File: src/rtl/core/hcbd_pkg.sv
// ----------------------------------------------------------------------------
// hcbd_pkg: shared types and constants of the chunked body decoder
// Holds the parse phase codes, the byte codes and the result item type.
// ----------------------------------------------------------------------------
package hcbd_pkg;

    localparam int SIZE_BITS_DEF = 32;

    localparam logic [7:0] CH_CR  = 8'h0D;
    localparam logic [7:0] CH_LF  = 8'h0A;
    localparam logic [7:0] CH_SP  = 8'h20;
    localparam logic [7:0] CH_TAB = 8'h09;

    typedef enum logic [3:0] {
        PH_LEAD    = 4'd0,
        PH_LEAD_CR = 4'd1,
        PH_DIGITS  = 4'd2,
        PH_REST    = 4'd3,
        PH_REST_CR = 4'd4,
        PH_DATA    = 4'd5,
        PH_TRAIL0  = 4'd6,
        PH_TRAIL1  = 4'd7,
        PH_DONE    = 4'd8
    } t_phase;

    typedef struct packed {
        logic       payload_valid;
        logic [7:0] payload_byte;
        logic       finished;
    } t_result;

    // Hex digit decode: bit 4 flags a digit, bits 3:0 carry its value.
    function automatic logic [4:0] hex_val(input logic [7:0] b);
        logic [4:0] r;
        r = 5'd0;
        if (b >= 8'h30 && b <= 8'h39) begin
            r = {1'b1, b[3:0]};
        end else if ((b >= 8'h41 && b <= 8'h46) || (b >= 8'h61 && b <= 8'h66)) begin
            r = {1'b1, b[3:0] + 4'd9};
        end
        return r;
    endfunction

endpackage

File: src/rtl/core/hcbd_step.sv
// ----------------------------------------------------------------------------
// hcbd_step: next-state logic of the chunked body decoder
// Works out the next phase, the next count and the result item for one byte.
// ----------------------------------------------------------------------------
module hcbd_step #(
    parameter int SIZE_BITS = hcbd_pkg::SIZE_BITS_DEF
) (
    input  hcbd_pkg::t_phase        i_phase,
    input  logic [SIZE_BITS-1:0]    i_count,
    input  logic [7:0]              i_body_byte,
    input  logic                    i_body_end,
    output hcbd_pkg::t_phase        o_phase,
    output logic [SIZE_BITS-1:0]    o_count,
    output hcbd_pkg::t_result       o_res
);

    hcbd_pkg::t_phase     pe;
    hcbd_pkg::t_phase     ph;
    logic [SIZE_BITS-1:0] cnt;
    logic [SIZE_BITS-1:0] cnt_dec;
    logic [SIZE_BITS-1:0] cnt_add;
    logic [4:0]           hv;
    logic                 handled;
    logic                 is_cr;
    logic                 is_lf;

    assign hv    = hcbd_pkg::hex_val(i_body_byte);
    assign is_cr = (i_body_byte == hcbd_pkg::CH_CR);
    assign is_lf = (i_body_byte == hcbd_pkg::CH_LF);

    // Saturate once any of the top four bits is set.
    assign cnt_add = (i_count[SIZE_BITS-1 -: 4] != 4'd0) ? {SIZE_BITS{1'b1}}
                   : {i_count[SIZE_BITS-5:0], hv[3:0]};
    assign cnt_dec = (i_count != '0) ? i_count - SIZE_BITS'(1) : i_count;

    always_comb begin
        pe      = i_phase;
        ph      = i_phase;
        cnt     = i_count;
        handled = 1'b0;
        o_res   = '0;

        unique case (i_phase)
            hcbd_pkg::PH_TRAIL1: begin
                if (is_lf) begin
                    ph      = hcbd_pkg::PH_LEAD;
                    handled = 1'b1;
                end else begin
                    pe = hcbd_pkg::PH_LEAD;
                end
            end
            hcbd_pkg::PH_TRAIL0: begin
                if (is_cr) begin
                    ph      = hcbd_pkg::PH_TRAIL1;
                    handled = 1'b1;
                end else begin
                    pe = hcbd_pkg::PH_LEAD;
                end
            end
            hcbd_pkg::PH_LEAD, hcbd_pkg::PH_LEAD_CR, hcbd_pkg::PH_DIGITS,
            hcbd_pkg::PH_REST, hcbd_pkg::PH_REST_CR, hcbd_pkg::PH_DATA,
            hcbd_pkg::PH_DONE: begin
                pe = i_phase;
            end
            default: begin
                pe = hcbd_pkg::PH_LEAD;
            end
        endcase

        if (!handled) begin
            unique case (pe)
                hcbd_pkg::PH_LEAD, hcbd_pkg::PH_LEAD_CR: begin
                    if (pe == hcbd_pkg::PH_LEAD_CR && is_lf) begin
                        // empty size line ends the body
                        cnt            = '0;
                        o_res.finished = 1'b1;
                        ph             = hcbd_pkg::PH_DONE;
                    end else if (is_cr) begin
                        ph = hcbd_pkg::PH_LEAD_CR;
                    end else if (i_body_byte == hcbd_pkg::CH_SP ||
                                 i_body_byte == hcbd_pkg::CH_TAB) begin
                        ph = hcbd_pkg::PH_LEAD;
                    end else if (hv[4]) begin
                        cnt = SIZE_BITS'(hv[3:0]);
                        ph  = hcbd_pkg::PH_DIGITS;
                    end else begin
                        cnt = '0;
                        ph  = hcbd_pkg::PH_REST;
                    end
                end
                hcbd_pkg::PH_REST, hcbd_pkg::PH_REST_CR: begin
                    if (pe == hcbd_pkg::PH_REST_CR && is_lf) begin
                        if (i_count == '0) begin
                            o_res.finished = 1'b1;
                            ph             = hcbd_pkg::PH_DONE;
                        end else begin
                            ph = hcbd_pkg::PH_DATA;
                        end
                    end else begin
                        ph = is_cr ? hcbd_pkg::PH_REST_CR : hcbd_pkg::PH_REST;
                    end
                end
                hcbd_pkg::PH_DIGITS: begin
                    if (hv[4]) begin
                        cnt = cnt_add;
                        ph  = hcbd_pkg::PH_DIGITS;
                    end else begin
                        ph = is_cr ? hcbd_pkg::PH_REST_CR : hcbd_pkg::PH_REST;
                    end
                end
                hcbd_pkg::PH_DATA: begin
                    o_res.payload_valid = 1'b1;
                    o_res.payload_byte  = i_body_byte;
                    cnt                 = cnt_dec;
                    ph = (cnt_dec == '0) ? hcbd_pkg::PH_TRAIL0 : hcbd_pkg::PH_DATA;
                end
                default: begin
                    ph = hcbd_pkg::PH_DONE;
                end
            endcase
        end

        // body end: clear the phase and the count for the next body
        if (i_body_end) begin
            ph  = hcbd_pkg::PH_LEAD;
            cnt = '0;
        end

        o_phase = ph;
        o_count = cnt;
    end

endmodule

File: src/rtl/core/hcbd_out_reg.sv
// ----------------------------------------------------------------------------
// hcbd_out_reg: result register of the chunked body decoder
// Holds one result item and frees itself whenever the item is taken.
// ----------------------------------------------------------------------------
module hcbd_out_reg (
    input  logic              i_clk,
    input  logic              i_rst_n,
    input  logic              i_load,
    input  hcbd_pkg::t_result i_res,
    input  logic              i_take,
    output logic              o_valid,
    output hcbd_pkg::t_result o_res,
    output logic              o_free
);

    logic              r_valid;
    hcbd_pkg::t_result r_res;

    always_ff @(posedge i_clk) begin
        if (!i_rst_n) begin
            r_valid <= 1'b0;
        end else if (i_load) begin
            r_valid <= 1'b1;
        end else if (i_take) begin
            r_valid <= 1'b0;
        end
    end

    always_ff @(posedge i_clk) begin
        if (i_load) begin
            r_res <= i_res;
        end
    end

    assign o_valid = r_valid;
    assign o_res   = r_res;
    // free when empty or when the waiting item leaves this cycle
    assign o_free  = !r_valid || i_take;

endmodule

File: src/rtl/core/http_chunked_body_decoder.sv
// ----------------------------------------------------------------------------
// http_chunked_body_decoder: streaming decoder for a chunked HTTP body
// Parses hex size lines, passes chunk data bytes through and flags the end.
// ----------------------------------------------------------------------------
//  channel | handshake                 | payload
//  --------+---------------------------+-------------------------------------
//  in      | i_in_valid / o_in_ready   | i_body_byte, i_body_end
//  out     | o_out_valid / i_out_ready | o_payload_valid, o_payload_byte,
//          |                           | o_finished
//
//  One item a cycle; each accepted byte gives exactly one result item, ready
//  in the result register in the cycle after acceptance. The parse state
//  (phase and chunk count) and the result register both load on acceptance.
//  Input is taken whenever the result register is empty or being emptied, so
//  the rate falls only while the output side stalls. Reset is synchronous and
//  puts the parser at the start of a size line with a zero count.
// ----------------------------------------------------------------------------
module http_chunked_body_decoder #(
    parameter int SIZE_BITS = hcbd_pkg::SIZE_BITS_DEF
) (
    input  logic       i_clk,
    input  logic       i_rst_n,
    input  logic       i_in_valid,
    output logic       o_in_ready,
    input  logic [7:0] i_body_byte,
    input  logic       i_body_end,
    output logic       o_out_valid,
    input  logic       i_out_ready,
    output logic       o_payload_valid,
    output logic [7:0] o_payload_byte,
    output logic       o_finished
);

    hcbd_pkg::t_phase     r_phase;
    hcbd_pkg::t_phase     n_phase;
    logic [SIZE_BITS-1:0] r_count;
    logic [SIZE_BITS-1:0] n_count;
    hcbd_pkg::t_result    step_res;
    hcbd_pkg::t_result    out_res;
    logic                 load;

    assign load = i_in_valid && o_in_ready;

    // next phase, next count and result item for the byte on offer
    hcbd_step #(
        .SIZE_BITS (SIZE_BITS)
    ) u_step (
        .i_phase     (r_phase),
        .i_count     (r_count),
        .i_body_byte (i_body_byte),
        .i_body_end  (i_body_end),
        .o_phase     (n_phase),
        .o_count     (n_count),
        .o_res       (step_res)
    );

    // parse state: advance only on an accepted item
    always_ff @(posedge i_clk) begin
        if (!i_rst_n) begin
            r_phase <= hcbd_pkg::PH_LEAD;
            r_count <= '0;
        end else if (load) begin
            r_phase <= n_phase;
            r_count <= n_count;
        end
    end

    // result register: hold the item until the output side takes it
    hcbd_out_reg u_out (
        .i_clk   (i_clk),
        .i_rst_n (i_rst_n),
        .i_load  (load),
        .i_res   (step_res),
        .i_take  (i_out_ready),
        .o_valid (o_out_valid),
        .o_res   (out_res),
        .o_free  (o_in_ready)
    );

    assign o_payload_valid = out_res.payload_valid;
    assign o_payload_byte  = out_res.payload_byte;
    assign o_finished      = out_res.finished;

    // a stalled result must block new input
    a_stall_blocks: assert property (@(posedge i_clk) disable iff (!i_rst_n)
        (o_out_valid && !i_out_ready) |-> !o_in_ready)
        else $error("input taken while result stalled");

    // a body end clears the parser
    a_end_clears: assert property (@(posedge i_clk) disable iff (!i_rst_n)
        (load && i_body_end) |=> (r_phase == hcbd_pkg::PH_LEAD && r_count == '0))
        else $error("state not cleared after body end");

    // a result is never both data and the end mark
    a_fin_no_data: assert property (@(posedge i_clk) disable iff (!i_rst_n)
        o_out_valid |-> !(o_finished && o_payload_valid))
        else $error("finished result carries payload");

    // data leaves only from the data phase
    a_data_phase: assert property (@(posedge i_clk) disable iff (!i_rst_n)
        (load && r_phase != hcbd_pkg::PH_DATA) |=> !o_payload_valid)
        else $error("payload outside data phase");

endmodule
File: config.mk
export PLATFORM = sky130hd
export DESIGN_NAME = http_chunked_body_decoder
export DESIGN_NICKNAME = d
export VERILOG_FILES = /design/src/rtl/core/hcbd_pkg.sv /design/src/rtl/core/hcbd_step.sv /design/src/rtl/core/hcbd_out_reg.sv /design/src/rtl/core/http_chunked_body_decoder.sv
export SDC_FILE = /design/constraint.sdc
export NUM_CORES = 1
export LEC_CHECK = 0
export ABC_AREA = 0
export BUFFER_PORTS_ARGS = -buffer_cell sky130_fd_sc_hd__buf_2
export CAP_MARGIN = 5
export CORE_ASPECT_RATIO = 1.1
export CORE_UTILIZATION = 44
export DETAILED_ROUTE_END_ITERATION = 6
export PLACE_DENSITY = 0.62
export SLEW_MARGIN = 20
export SYNTH_ARGS = -nofsm -noshare
export SYNTH_HDL_FRONTEND = slang
export SYNTH_SLANG_ARGS = --single-unit
File: constraint.sdc
create_clock -name i_clk -period 3.45 [get_ports i_clk]
set_input_delay 0.69 -clock i_clk [delete_from_list [all_inputs] [get_ports i_clk]]
set_output_delay 0.69 -clock i_clk [all_outputs]
set_load 0.03 [all_outputs]
==> flow_summary.json, run 1 <==
{
  "antenna_found_initial": 0,
  "wl_met2_um": 5590,
  "cts.clk_slew.worst_paths_ps": 90,
  "vias_per_cell": 6.41,
  "synth-main-ff-cell": "dfxtp_1",
  "clockRootBuffer": "clkbuf_8",
  "wl_met3_um": 572,
  "max_freq_ghz": 0.317,
  "fin_ws_ps": 296,
  "setup_viol": 0,
  "synth_compound_area_share_pct": 30.8,
  "cts_tree": "done",
  "cp_slowest_cell": "or4_4",
  "stdcell_count": 613,
  "die_h_um": 98.8,
  "synth_seq_cells": 47,
  "worstMarginPinSlew_ps": 701,
  "clock_sinks": 47,
  "dp.cells": 605,
  "synth-async-reset-ratio_pct": 0,
  "fin_crit_sh_pct": 91.4,
  "syn_to_final_growth_pct": 9.71,
  "drt_iter0_drc": 244,
  "place_ws_ps": 240,
  "synthMuxAreaShare_pct": 0.267,
  "startpoint_type": "flip-flop",
  "place_congestion": 0.953,
  "initial_core_util_pct": 46.4,
  "layout_common_cells": "o21ai_0, nand2_1, dfxtp_1",
  "arrival_ps": 3360,
  "final_core_util_pct": 50.9,
  "syn_area_sq_um": 3750,
  "post_cts_resized": 0,
  "synth-simple-area-share_pct": 29.1,
  "p_per_area_nw_per_um2": 301,
  "rsz0062_at_grt": "no",
  "routedLengthMet1_um": 4840,
  "fin_crit_ps": 3150,
  "num_vias": 3932,
  "grt_pass1_wl_um": 19200,
  "max-vdd-ir-drop_mv": 0.170,
  "synth_cells": 487,
  "synth_xor_area_share_pct": 2.57,
  "synth_top_family_by_area": "compound AO/OA/AOI/OAI gates",
  "relSlewSlack_pct": 52.1,
  "grt_max_degree": 30,
  "clockBufferDepth": 2,
  "grt_overflow": 0,
  "synth_nets": 506,
  "die_w_um": 90.0,
  "maxCapViolations": 0,
  "cts_buffers": 5,
  "cp.required_ps": 3660,
  "dr.pass1.iters": 5,
  "syn_avg_cell_area_sq_um": 7.70,
  "io_pins": 25,
  "nets": 523,
  "synth.area.top_cells": "dfxtp_1, o21ai_0, edfxtp_1, a22o_1, nand2_1",
  "fin_skew_ps": 5.42,
  "status": "completed",
  "yosysWarningCount": 0,
  "htree_levels": 2,
  "synth_top_cell_by_area": "dfxtp_1",
  "hold_violations": 0,
  "synth_edf_count": 10,
  "drive_gt1_share_pct": 15.4,
  "ant_nets": 0,
  "post_cts_buffers": 0,
  "antenna-diode-count": 0,
  "hold_path.class": "reg2reg",
  "cp_max_fo": 11,
  "dieArea_sq_um": 8890,
  "routed_wirelength_um": 11200,
  "clock_latency_ps": 310,
  "drc": 0,
  "worstSetupEndpointType": "flip-flop",
  "yosysSeqAreaShare_pct": 27.8,
  "top_layer": "met4",
  "wl_per_cell_um": 18.3,
  "critPathKind": "reg2reg",
  "setup-tns-final_ps": 0,
  "synthDominantCellAreaShare_pct": 19.8,
  "hpwlAfterDp_um": 7940,
  "cp_slowest_stage_delay_ps": 590,
  "mostFrequentLayoutCell": "o21ai_0",
  "core_area_sq_um": 8080,
  "critical_path.cell_chain": "inv_1, ha_1, or3b_2, or4_4, nor3_4, buf_4, a31oi_1, a211oi_1, nand4_1, o31a_1",
  "ys_types": 69,
  "grt_pass1_vias": 3845,
  "grt_usage_pct": 26.5,
  "p_total_w": 0.00124,
  "rows": 34,
  "io_buffers": 24,
  "maxSlewViolCount": 0,
  "leakagePower_nw": 1.72,
  "synthAdderAreaFrac_pct": 2.00,
  "hold_buffers": 0
}
[per-stage QoR]
stage	area, sq um	hold WS, ps
5_1_grt	4110	555
6_report	4110	510
3_3_place_gp	3980	509
3_5_place_dp	3980	493
4_1_cts	4110	510
2_1_floorplan	3750	462
[cell families after synthesis]
family,after synthesis
simple gates,194
buf+inv,56
xor+xnor,11
flops,47
mux,1
fa+ha+maj,6
compound gates,172
[cells in the mapped netlist (9+ instances only)]
| master | count |
|---|---|
| a21oi_1 | 15 |
| nor4_1 | 17 |
| edfxtp_1 | 10 |
| a22o_1 | 25 |
| o21ai_0 | 70 |
| and2_1 | 9 |
| nand3_1 | 17 |
| clkbuf_1 | 24 |
| o41ai_1 | 10 |
| nor3_1 | 15 |
| inv_1 | 16 |
| nand2_1 | 47 |
| nor2_1 | 29 |
| nand4_1 | 11 |
| dfxtp_1 | 37 |
[worst max-delay path: cells and delay by family, from the launching register on]
| kind | cells | cell delay (ps) |
|---|---|---|
| and+or+nand+nor | 4 | 1490 |
| AOI/OAI and AO/OA | 3 | 640 |
| buffers and inverters | 2 | 390 |
| DFF | 1 | 370 |
| adders and majority gates | 1 | 150 |
[final cells by class]
| cell class | count | area, sq um |
|---|---|---|
| Sequential cell | 47 | 1040 |
| Timing Repair Buffer | 50 | 315 |
| Clock inverter | 2 | 60.1 |
| Fill cell | 819 | 3970 |
| Clock buffer | 6 | 72.6 |
| Inverter | 16 | 60.1 |
| Multi-Input combinational cell | 384 | 2430 |
| Tap cell | 108 | 135 |
[registers in the layout (all words and copies together) (netlist names)]
register       cells
u_out.o_valid      1
r_count           32
u_out.o_res       10
r_phase            4
[where the power goes]
group	total [W]	internal, W	leakage [nW]	switching [W]
Sequential	0.000575	0.000568	0.400	0.00000732
Combinational	0.000172	0.0000615	1.26	0.000111
Clock	0.000492	0.000290	0.0654	0.000202
Total	0.00124	0.000919	1.72	0.000320
[final timing paths]
| path | startpoint | slack (ps) | endpoint | cells past startpoint |
|---|---|---|---|---|
| worst min-delay path | r_count[27] | 510 | r_count[27] | 2 |
| worst max-delay path | r_count[0] | 300 | r_phase[0] | 10 |
| worst min register to register | r_count[27] | 510 | r_count[27] | 2 |
| worst max register to register | r_count[0] | 300 | r_phase[0] | 10 |
[metal layers]
| layer | vias up | track usage, % |
|---|---|---|
| met4 | 0 | 11.2 |
| met1 | 1884 | 32.4 |
| met2 | 134 | 46.3 |
| met3 | 19 | 3.86 |
| met5 | - | 0 |
| li1 | 1895 | - |
No activity file was read; power rests on OpenSTA's default activity.
==> run 2, diff against run 1 <==
--- a/config.mk
+++ b/config.mk
@@ -9,9 +9,10 @@
 export BUFFER_PORTS_ARGS = -buffer_cell sky130_fd_sc_hd__buf_2
 export CAP_MARGIN = 5
 export CORE_ASPECT_RATIO = 1.1
-export CORE_UTILIZATION = 44
+export CORE_MARGIN = 3
+export CORE_UTILIZATION = 49
 export DETAILED_ROUTE_END_ITERATION = 6
-export PLACE_DENSITY = 0.62
+export PLACE_DENSITY = 0.68
 export SLEW_MARGIN = 20
 export SYNTH_ARGS = -nofsm -noshare
 export SYNTH_HDL_FRONTEND = slang
==> run 2 against run 1 <==
Highest routed layer unchanged. Register-to-register slack worse by 100 ps. Design area down 0.70%. Non-clock buffer count unchanged. Maximum frequency down 3.1%. Die area down 1.8%.
==> flow_summary.json, run 2 (synthesis gave the netlist of run 1 again) <==
{
  "dr.pass1.iters": 5,
  "drive_gt1_share_pct": 15.4,
  "place_congestion": 0.971,
  "cp_slowest_stage_delay_ps": 600,
  "p_per_area_nw_per_um2": 305,
  "maxCapViolations": 0,
  "arrival_ps": 3470,
  "grt_overflow": 0,
  "critPathKind": "reg2reg",
  "whs_ps": 529,
  "p_total_w": 0.00125,
  "dieArea_sq_um": 8740,
  "mostFrequentLayoutCell": "o21ai_0",
  "largest_reg_flops": 32,
  "cp_max_fo": 13,
  "nFillCells": 661,
  "grt_usage_pct": 25.9,
  "htree_levels": 2,
  "max-vdd-ir-drop_mv": 0.154,
  "initial_core_util_pct": 52.0,
  "post_cts_buffers": 0,
  "rows": 32,
  "clock_sinks": 47,
  "routed_wirelength_um": 11200,
  "grt_max_degree": 32,
  "largest-register": "r_count",
  "setup_viol": 0,
  "io_pins": 25,
  "clockRootBuffer": "clkbuf_8",
  "cp_slowest_cell": "or4_4",
  "drc": 0,
  "nets": 523,
  "vias_per_cell": 6.76,
  "drt_iter0_drc": 363,
  "post_cts_resized": 0,
  "wl_per_cell_um": 19.0,
  "cts_tree": "done",
  "multiInputGateArea_sq_um": 2430,
  "hold_path.class": "reg2reg",
  "io_buffers": 24,
  "hold_violations": 0,
  "ant_nets": 0,
  "cts_buffers": 5,
  "rsz0062_at_grt": "no",
  "clock_latency_ps": 310,
  "die_h_um": 97.7,
  "max_freq_ghz": 0.307,
  "syn_to_final_growth_pct": 8.95,
  "leakagePower_nw": 1.72,
  "layout_common_cells": "o21ai_0, nand2_1, dfxtp_1",
  "cp.required_ps": 3660,
  "clockBufferDepth": 2,
  "r2r-start": "r_count[1]",
  "startpoint_type": "flip-flop",
  "final_core_util_pct": 56.7,
  "status": "completed",
  "seq_area_sq_um": 1040,
  "core_area_sq_um": 7210,
  "fin_skew_ps": 7.44,
  "relSlewSlack_pct": 52.8,
  "critical_path.cell_chain": "inv_1, ha_1, or3b_2, or4_4, nor3_4, buf_4, a31oi_1, a211oi_1, nand4_1, o31a_1",
  "worstSetupEndpointType": "flip-flop",
  "maxSlewViolCount": 0,
  "antenna-diode-count": 0,
  "place_ws_ps": 267,
  "min_from": "r_count[27]",
  "num_vias": 3991,
  "setup-tns-final_ps": 0,
  "fin_crit_sh_pct": 94.3,
  "fin_ws_ps": 196,
  "antenna_found_initial": 0,
  "grt_pass1_wl_um": 18500,
  "worstMarginPinSlew_ps": 690,
  "fin_crit_ps": 3250,
  "die_w_um": 89.4,
  "hpwlAfterDp_um": 7700,
  "cts.clk_slew.worst_paths_ps": 100,
  "crit_start": "r_count[1]",
  "grt_pass1_vias": 3886,
  "hold_buffers": 0
}
run 2: cell counts in the layout (fill, tap and decap cells not counted):
No cell type changed its count.
run 2: path summary, 6_finish.rpt:
| kind | endpoint | slack, ps | cells past startpoint |
|---|---|---|---|
| setup / recovery | r_phase[0] | 200 | 10 |
| hold reg to reg | r_count[27] | 530 | 2 |
| setup reg to reg | r_phase[0] | 200 | 10 |
| hold / removal | r_count[27] | 530 | 2 |
run 2: layout make-up:
type	instances	share of cell area, %
clock buffers	6	1.78
flip-flops and latches	47	25.5
repair buffers	50	7.72
clock inverters	2	1.47
well taps	85	2.60
multi-input cells	384	59.5
inverters	16	1.47
run 2: power breakdown:
group	switching [W]	internal, W	total, W
registers	0.00000745	0.000568	0.000575
logic	0.000109	0.0000605	0.000170
clock network	0.000210	0.000290	0.000500
total	0.000327	0.000919	0.00125
run 2: critical path, delay by kind of cell (launching register included):
kind / cells / cell delay [ps]
AOI/OAI and AO/OA: 3 / 650
adders and majority gates: 1 / 160
buffers and inverters: 2 / 410
DFF: 1 / 390
and+or+nand+nor: 4 / 1530
run 2: routing by layer:
metal	share of wire, %	global-route usage (%)	up-vias
met5	0	0	-
met4	1.8	9.51	0
met3	6.8	4.22	20
met2	50	43.2	186
met1	42	33.0	1897
li1	-	-	1888
run 2: metrics by stage:
step	cells	area [sq um]
detailed placement	582	3950
global placement	582	3950
finish	590	4080
CTS	590	4080
global route	590	4080
floorplan	487	3750
==> run 3, diff against run 2 <==
--- a/config.mk
+++ b/config.mk
@@ -12,7 +12,7 @@
 export CORE_MARGIN = 3
 export CORE_UTILIZATION = 49
 export DETAILED_ROUTE_END_ITERATION = 6
-export PLACE_DENSITY = 0.68
+export PLACE_DENSITY = 0.67
 export SLEW_MARGIN = 20
 export SYNTH_ARGS = -nofsm -noshare
 export SYNTH_HDL_FRONTEND = slang
==> run 3 against run 2 <==
Clock skew grew 1.9 ps. Maximum frequency grew 2.7%. Critical endpoint unchanged. Core utilization shrank 0.87 points. Sequential power is essentially flat. Critical path type unchanged. Combinational power is essentially flat. Sequential share of layout area grew 0.40 points. Clock-buffer cell count is the same. Total power shrank 13%. Via count grew 1.4%. Register-to-register slack gained 80 ps.
==> flow_summary.json, run 3 (synthesis gave the netlist of run 1 again) <==
{
  "status": "completed",
  "place_congestion": 0.939,
  "wl_per_cell_um": 19.0,
  "cts_buffers": 5,
  "drive_gt1_share_pct": 15.1,
  "nFillCells": 705,
  "leakagePower_nw": 1.69,
  "vias_per_cell": 6.88,
  "nets": 521,
  "maxSlewViolCount": 0,
  "post_cts_buffers": 0,
  "htree_levels": 2,
  "max_freq_ghz": 0.316,
  "fin_crit_ps": 3170,
  "mostFrequentLayoutCell": "o21ai_0",
  "antenna_found_initial": 0,
  "fin_skew_ps": 9.34,
  "startpoint_type": "flip-flop",
  "core_area_sq_um": 7210,
  "post_cts_resized": 0,
  "clock_sinks": 47,
  "hold_violations": 0,
  "layout_common_cells": "o21ai_0, nand2_1, dfxtp_1",
  "maxCapViolations": 0,
  "setup_viol": 0,
  "grt_max_degree": 32,
  "clockBufferDepth": 2,
  "ant_nets": 0,
  "cts.clk_slew.worst_paths_ps": 90,
  "grt_pass1_wl_um": 18300,
  "largest-register": "r_count",
  "grt_pass1_vias": 3685,
  "max-vdd-ir-drop_mv": 0.178,
  "grt_usage_pct": 25.6,
  "relSlewSlack_pct": 48.8,
  "setup-tns-final_ps": 0,
  "place_ws_ps": 265,
  "multiInputGateArea_sq_um": 2430,
  "rows": 32,
  "clockRootBuffer": "clkbuf_8",
  "seq_area_sq_um": 1040,
  "syn_to_final_growth_pct": 7.28,
  "hold_buffers": 0,
  "initial_core_util_pct": 52.0,
  "io_buffers": 24,
  "worstMarginPinSlew_ps": 748,
  "hpwlAfterDp_um": 7760,
  "drt_iter0_drc": 444,
  "rsz0062_at_grt": "no",
  "grt_overflow": 0,
  "antenna-diode-count": 0,
  "worstSetupEndpointType": "flip-flop",
  "cts_tree": "done",
  "fin_ws_ps": 281,
  "critPathKind": "reg2reg",
  "drc": 0,
  "die_h_um": 97.7,
  "die_w_um": 89.4,
  "dr.pass1.iters": 6,
  "fin_crit_sh_pct": 91.9,
  "largest_reg_flops": 32,
  "cp.required_ps": 3650,
  "dieArea_sq_um": 8740,
  "cp_max_fo": 20,
  "io_pins": 25,
  "clock_latency_ps": 300,
  "num_vias": 4046,
  "p_per_area_nw_per_um2": 268,
  "arrival_ps": 3370,
  "routed_wirelength_um": 11200,
  "hold_path.class": "reg2reg"
}
run 3: per-layer routing:
layer  global-route usage [%]  part of all wire, %  vias up
met5                        0                    0        -
met4                     9.05                  2.8        0
met1                     34.0                   42     1895
met3                     3.38                  6.8       38
met2                     41.9                   48      218
li1                         -                    -     1895
run 3: worst paths after layout:
kind	startpoint	to	slack, ps	cells past startpoint
setup / recovery	r_count[0]	r_phase[0]	280	10
hold / removal	r_count[27]	r_count[27]	520	2
setup reg to reg	r_count[0]	r_phase[0]	280	10
hold reg to reg	r_count[27]	r_count[27]	520	2
run 3: power breakdown:
group / switching, W / internal, W
combinational: 0.000109 / 0.0000597
clock: 0.000193 / 0.000142
sequential: 0.00000720 / 0.000568
total: 0.000309 / 0.000770
run 3: stage by stage:
step	cells	hold WS (ps)	util [%]	total power, W	cell area, sq um
CTS	588	526	55.8	0.00109	4020
finish	588	525	55.8	0.00108	4020
floorplan	487	462	-	0.000703	3750
global route	588	567	55.8	0.00113	4020
global placement	580	510	54.6	0.000752	3940
detailed placement	580	507	54.6	0.000754	3940
run 3: worst max-delay path: stages, from the launching register on:
cell and delay, ps:
dfxtp_1 380, inv_1 150, ha_1 160, or3b_2 490
or4_4 590, nor3_4 210, buf_4 290, o32a_1 210
o2111a_1 180, nand4_1 120, o31a_1 300
run 3: cell type report:
| type | count | share of cell area [%] |
|---|---|---|
| clock buffer | 6 | 1.80 |
| tap | 85 | 2.64 |
| multi-input combinational | 384 | 60.4 |
| timing repair buffer | 48 | 7.47 |
| inverter | 16 | 1.49 |
| clock inverter | 2 | 0.311 |
| sequential | 47 | 25.9 |
